**src/rtl/assert_macros.svh**
```systemverilog
// Assertion macros for the files that check their own logic.
`ifndef ASSERT_MACROS_SVH
`define ASSERT_MACROS_SVH

// Same-cycle implication, sampled on the rising clock, off during reset.
`define ASSERT_SAME(label, ante, cons) \
   label: assert property (@(posedge clock) disable iff (reset) (ante) |-> (cons)) \
      else $error("assertion failed");

// Next-cycle implication.
`define ASSERT_NEXT(label, ante, cons) \
   label: assert property (@(posedge clock) disable iff (reset) (ante) |=> (cons)) \
      else $error("assertion failed");

`endif

```
**src/rtl/gmm_pkg.sv**
```systemverilog
// Package: sizes, codes and item types of the int8 matrix multiply block.
package gmm_pkg;

   localparam int DEPTH_MAX   = 64;
   localparam int COLUMNS_MAX = 16;

   localparam int DEPTH_W = (DEPTH_MAX > 1) ? $clog2(DEPTH_MAX) : 1;
   localparam int COL_W   = $clog2(COLUMNS_MAX);

   // Operation codes of an input item
   localparam logic [1:0] OP_WEIGHT = 2'd0;
   localparam logic [1:0] OP_BIAS   = 2'd1;
   localparam logic [1:0] OP_ACT    = 2'd2;

   // Register indexes of the configuration port
   localparam logic [1:0] CSR_COLUMN_COUNT = 2'd0;
   localparam logic [1:0] CSR_ROW_COUNT    = 2'd1;
   localparam logic [1:0] CSR_BIAS_ENABLE  = 2'd2;

   // One item as it travels down the row of cells
   typedef struct packed {
      logic               valid;
      logic [1:0]         operation;
      logic [5:0]         depth_index;
      logic [3:0]         column_index;
      logic signed [7:0]  element_value;
      logic signed [31:0] bias_value;
      logic               last_of_row;
      logic               first_of_row;
   } gmm_item_type;

   // What one cell offers to the output register
   typedef struct packed {
      logic               emit;
      logic               last_of_run;
      logic signed [31:0] value;
   } gmm_result_type;

endpackage

```
**src/rtl/gmm_ram.sv**
```systemverilog
// Generic single-write, single-read RAM with registered read data.
module gmm_ram #(
   parameter int WIDTH = 8,
   parameter int DEPTH = 64
) (
   input  logic                                      clock,
   input  logic                                      write_enable,
   input  logic [((DEPTH > 1) ? $clog2(DEPTH) : 1)-1:0] write_addr,
   input  logic [WIDTH-1:0]                          write_data,
   input  logic                                      read_enable,
   input  logic [((DEPTH > 1) ? $clog2(DEPTH) : 1)-1:0] read_addr,
   output logic [WIDTH-1:0]                          read_data_ff
);

   logic [WIDTH-1:0] mem_ff [DEPTH];

   always_ff @(posedge clock) begin
      if (write_enable) begin
         mem_ff[write_addr] <= write_data;
      end
      if (read_enable) begin
         read_data_ff <= mem_ff[read_addr];
      end
   end

endmodule

```
**src/rtl/gmm_cell.sv**
```systemverilog
// One column cell: weight memory, bias, accumulator and the item stage.
module gmm_cell (
   input  logic                    clock,
   input  logic                    reset,
   input  logic                    advance,
   input  logic                    bias_enable,
   input  logic [gmm_pkg::COL_W-1:0] cell_index,
   input  logic [gmm_pkg::COL_W-1:0] last_col,
   input  gmm_pkg::gmm_item_type   item_in,
   output gmm_pkg::gmm_item_type   item_out,
   output gmm_pkg::gmm_result_type result
);
   import gmm_pkg::*;

   gmm_item_type       item_ff;
   logic signed [31:0] bias_ff;
   logic signed [31:0] acc_ff;
   logic signed [31:0] acc_in;
   logic [7:0]         weight_rd;
   logic               col_hit;
   logic               weight_wr;
   logic               stage_act;
   logic               stage_in_range;
   logic signed [15:0] product;
   logic signed [31:0] base;

   assign col_hit   = (32'(item_in.column_index) == 32'(cell_index));
   assign weight_wr = advance && item_in.valid && (item_in.operation == OP_WEIGHT) && col_hit
                      && (32'(item_in.depth_index) < DEPTH_MAX);

   // Weights of this column, one entry per depth
   gmm_ram #(
      .WIDTH (8),
      .DEPTH (DEPTH_MAX)
   ) u_weights (
      .clock        (clock),
      .write_enable (weight_wr),
      .write_addr   (DEPTH_W'(item_in.depth_index)),
      .write_data   (item_in.element_value),
      .read_enable  (advance),
      .read_addr    (DEPTH_W'(item_in.depth_index)),
      .read_data_ff (weight_rd)
   );

   // Multiply-accumulate on the item held in the stage
   assign stage_act      = item_ff.valid && (item_ff.operation == OP_ACT);
   assign stage_in_range = (32'(item_ff.depth_index) < DEPTH_MAX);
   assign product        = item_ff.element_value * $signed(weight_rd);

   always_comb begin
      if (item_ff.first_of_row) begin
         base = bias_enable ? bias_ff : 32'sd0;
      end else begin
         base = acc_ff;
      end
      acc_in = stage_in_range ? (base + {{16{product[15]}}, product}) : base;
   end

   // Item stage, bias register and accumulator
   always_ff @(posedge clock) begin
      if (reset) begin
         item_ff.valid <= 1'b0;
      end else if (advance) begin
         item_ff.valid <= item_in.valid;
      end
      if (advance) begin
         item_ff.operation     <= item_in.operation;
         item_ff.depth_index   <= item_in.depth_index;
         item_ff.column_index  <= item_in.column_index;
         item_ff.element_value <= item_in.element_value;
         item_ff.bias_value    <= item_in.bias_value;
         item_ff.last_of_row   <= item_in.last_of_row;
         item_ff.first_of_row  <= item_in.first_of_row;
         if (item_in.valid && (item_in.operation == OP_BIAS) && col_hit) begin
            bias_ff <= item_in.bias_value;
         end
         if (stage_act) begin
            acc_ff <= acc_in;
         end
      end
   end

   assign item_out           = item_ff;
   assign result.emit        = stage_act && item_ff.last_of_row && (cell_index <= last_col);
   assign result.last_of_run = (cell_index == last_col);
   assign result.value       = acc_in;

endmodule
```
**config.mk**
```make
export PLATFORM = sky130hd
export DESIGN_NAME = gmm_cell
export DESIGN_NICKNAME = d
export VERILOG_FILES = /design/src/rtl/assert_macros.svh /design/src/rtl/gmm_pkg.sv /design/src/rtl/gmm_ram.sv /design/src/rtl/gmm_cell.sv
export SDC_FILE = /design/constraint.sdc
export NUM_CORES = 1
export LEC_CHECK = 0
export BUFFER_PORTS_ARGS = -buffer_cell sky130_fd_sc_hd__buf_2
export CORE_MARGIN = 5
export CORE_UTILIZATION = 35
export CTS_BUF_LIST = sky130_fd_sc_hd__clkbuf_2 sky130_fd_sc_hd__clkbuf_4 sky130_fd_sc_hd__clkbuf_8
export DETAILED_ROUTE_END_ITERATION = 10
export PLACE_DENSITY = 0.53
export SYNTH_ARGS = -nofsm -noshare
export SYNTH_HDL_FRONTEND = slang
export SYNTH_SLANG_ARGS = --single-unit
```
**constraint.sdc**
```tcl
create_clock -name clock -period 12.9 [get_ports clock]
set_input_delay 1.935 -clock clock [delete_from_list [all_inputs] [get_ports clock]]
set_output_delay 1.935 -clock clock [all_outputs]
set_load 0.05 [all_outputs]
```
==> impl_metrics.json <==
{
  "finalHoldViolations": 0,
  "drt-total-wl_um": 73540,
  "portBuffers": 155,
  "antenna_left": 0,
  "netlist_area_um2": 27210,
  "worstSetupEndpointType": "output pin",
  "rows": 102,
  "initial_utilization_pct": 35.24,
  "yosys.cell_types.count": 64,
  "dr_total_vias": 16390,
  "die_h_um": 288.8,
  "yosys_most_used_dff": "edfxtp_1",
  "avgSynthCellArea_um2": 15.24,
  "hold_buffers": 0,
  "regArea_um2": 19180,
  "ios": 156,
  "grt_pass1_vias": 16960,
  "post_cts_resized": 0,
  "ys_seq_elements": 639,
  "cts_setup_buffers": 0,
  "crit_path_top_delay_cell": "fa_1",
  "critPathLaunchType": "flip-flop",
  "fin_skew_ns": 0.06514,
  "layout_setup_ws_ns": 3.174,
  "multi_input_area_um2": 7267,
  "wl_per_cell_um": 23.66,
  "core_um2": 77210,
  "syn_nets": 1967,
  "post-synth-top-area-cell": "edfxtp_1",
  "dieArea_um2": 83410,
  "clk_pin_slew_ns": 0.06,
  "hold_path.class": "flip-flop to flip-flop",
  "dp_slack_ns": 3.873,
  "cts_sinks": 639,
  "grt_max_degree": 66,
  "ctsHtreeMaxLevel": 3,
  "numCtsBuffers": 106,
  "drive_gt1_share_pct": 17.43,
  "yosysWarnings": 0,
  "path_class": "flip-flop to output pin",
  "max_stage_delay_ns": 0.74,
  "synth_edf_count": 638,
  "fillCellCount": 7128,
  "relSlewSlack_pct": 16.58,
  "final_cell_mix": "638 x edfxtp_1, 154 x buf_2, 128 x a22oi_1, 126 x inv_1, 106 x clkbuf_8",
  "placed_area_um2": 29200,
  "cp_max_fo": 30,
  "synth_top_area_share_pct": 70.42,
  "cts_buffer_depth": 3,
  "finalInstanceArea_um2": 31190,
  "slew_violations": 0,
  "async_flop_share_pct": 0,
  "maxCapViolCount": 0,
  "ys_seq_area_share_pct": 70.49,
  "area_growth_syn_to_layout_pct": 14.66,
  "status": "finished, final reports clean",
  "clk_latency_ns": 0.73,
  "syn_inst": 1785,
  "vias_per_cell": 5.274,
  "max_freq_ghz": 0.1028,
  "cpMostUsedCell": "fa_1",
  "cts_tree": "yes",
  "antenna_found_initial": 3,
  "arrival_ns": 7.79,
  "die_w_um": 288.8,
  "crit_buf_inv": 3,
  "gp_routability_congestion": 0.8538,
  "period_share_pct": 75.39,
  "synth_area_leaders": "edfxtp_1 70%, fa_1 4.1%, a22oi_1 3.5%",
  "grt_overflow": 0,
  "drc": 0,
  "grt_usage_pct": 17.40,
  "dr.pass1.iters": 7,
  "layout.nets": 2173,
  "final_common_cell": "edfxtp_1",
  "grt_setup_unrepaired": "no",
  "crit_family": "adder cells",
  "grt_pass1_wl_um": 109300,
  "fin_crit_ns": 9.726,
  "cts_root_buf": "clkbuf_8",
  "dp_hpwl_um": 45060,
  "setup_viol": 0,
  "worstPathRequired_ns": 10.97,
  "worst_pin_slew_ns": 1.251,
  "setup_tns_ns": 0,
  "worstPathCellList": "nand2_1 > fa_1 > fa_1 > fa_1 > inv_1 > fa_1 > ha_1 > a21oi_1 > nor3b_1 > o2bb2ai_1 > o21ai_2 > nand2_4 > clkinv_2 > ha_1 > nand3_1 > o31ai_1 > nand4_1 > mux2i_1 > o21ai_0 > o21a_1 > o311a_1 > buf_2",
  "first_iter_violations": 1379
}
kinds of logic (layout without fill, tap and decap cells):
family / after synthesis / count (layout) / synth area share, %
flops: 639 / 639 / 70.49
compound gates: 455 / 455 / 12.21
simple gates: 307 / 307 / 5.542
buf+inv: 210 / 490 / 2.939
fa+ha+maj: 115 / 115 / 6.834
xor+xnor: 55 / 55 / 1.826
mux: 4 / 4 / 0.1518
other cells: 0 / 3 / 0
layout make-up:
class | instances | share of cell area [%]
Tap cell | 1040 | 4.172
Clock inverter | 41 | 0.8544
Antenna cell | 3 | 0.02407
Multi-Input combinational cell | 936 | 23.30
Clock buffer | 141 | 5.519
Sequential cell | 639 | 61.48
Timing Repair Buffer | 181 | 3.121
Inverter | 127 | 1.532
sequential cells by signal, summed over array words and instances (netlist names):
| name | flops |
|---|---|
| bias_ff | 32 |
| acc_ff | 32 |
| u_weights.read_data_ff | 8 |
| item_out | 55 |
| u_weights.mem_ff | 512 |
routing by layer:
layer  wire length [µm]  vias to the layer above  global-route usage [%]  share of wire, %
met4               1768                        0                   4.693               2.4
li1                   -                     7333                       -                 -
met5                  0                        -                       0                 0
met3               5075                      120                   3.544               6.9
met2              35600                      565                   28.97                48
met1              31100                     8375                   23.39                42
tightest hold or removal path: cells and delay by family, from the launching register on:
kind | cells | cell delay [ns]
compound gates | 1 | 0.06
flops | 1 | 0.34
simple gates | 1 | 0.08
path summary, 6_finish.rpt:
check | end | slack, ns | cells past startpoint | from
setup / recovery | result[31] | 3.17 | 22 | item_out[41]$_DFFE_PP_
hold / removal | item_out[54]$_SDFFE_PP0P_ | 0.53 | 2 | item_out[54]$_SDFFE_PP0P_
setup reg to reg | acc_ff[31]$_DFFE_PP_ | 5.80 | 21 | item_out[41]$_DFFE_PP_
hold reg to reg | item_out[54]$_SDFFE_PP0P_ | 0.53 | 2 | item_out[54]$_SDFFE_PP0P_
through the flow:
stage | utilization, % | hold WS, ns | std cells
after CTS | 40.39 | 0.5240 | 3105
after detailed placement | 37.82 | 0.5111 | 2923
final | 40.40 | 0.5316 | 3108
after global routing | 40.39 | 0.5477 | 3106
after floorplan | - | 0.6692 | 1785
after global placement | 37.82 | 0.5157 | 2923
synth_stat cells, types with 4 or more instances:
| cell type | instances |
|---|---|
| a21o_1 | 10 |
| a21oi_1 | 44 |
| a221oi_1 | 64 |
| a22o_1 | 64 |
| a22oi_1 | 128 |
| a31oi_1 | 68 |
| and2_1 | 46 |
| buf_1 | 15 |
| clkbuf_1 | 65 |
| edfxtp_1 | 638 |
| fa_1 | 56 |
| ha_1 | 59 |
| inv_1 | 126 |
| nand2_1 | 77 |
| nand2b_1 | 7 |
| nand3_1 | 12 |
| nand4_1 | 4 |
| nor2_1 | 92 |
| nor2b_1 | 20 |
| nor3_1 | 9 |
| nor3b_1 | 4 |
| nor4_1 | 18 |
| o21a_1 | 10 |
| o21ai_0 | 37 |
| o21bai_1 | 5 |
| o31ai_1 | 4 |
| xnor2_1 | 41 |
| xor2_1 | 13 |
Power is not shown: default switching activity piles up to over one toggle a cycle in this logic, so the estimate is an artifact.
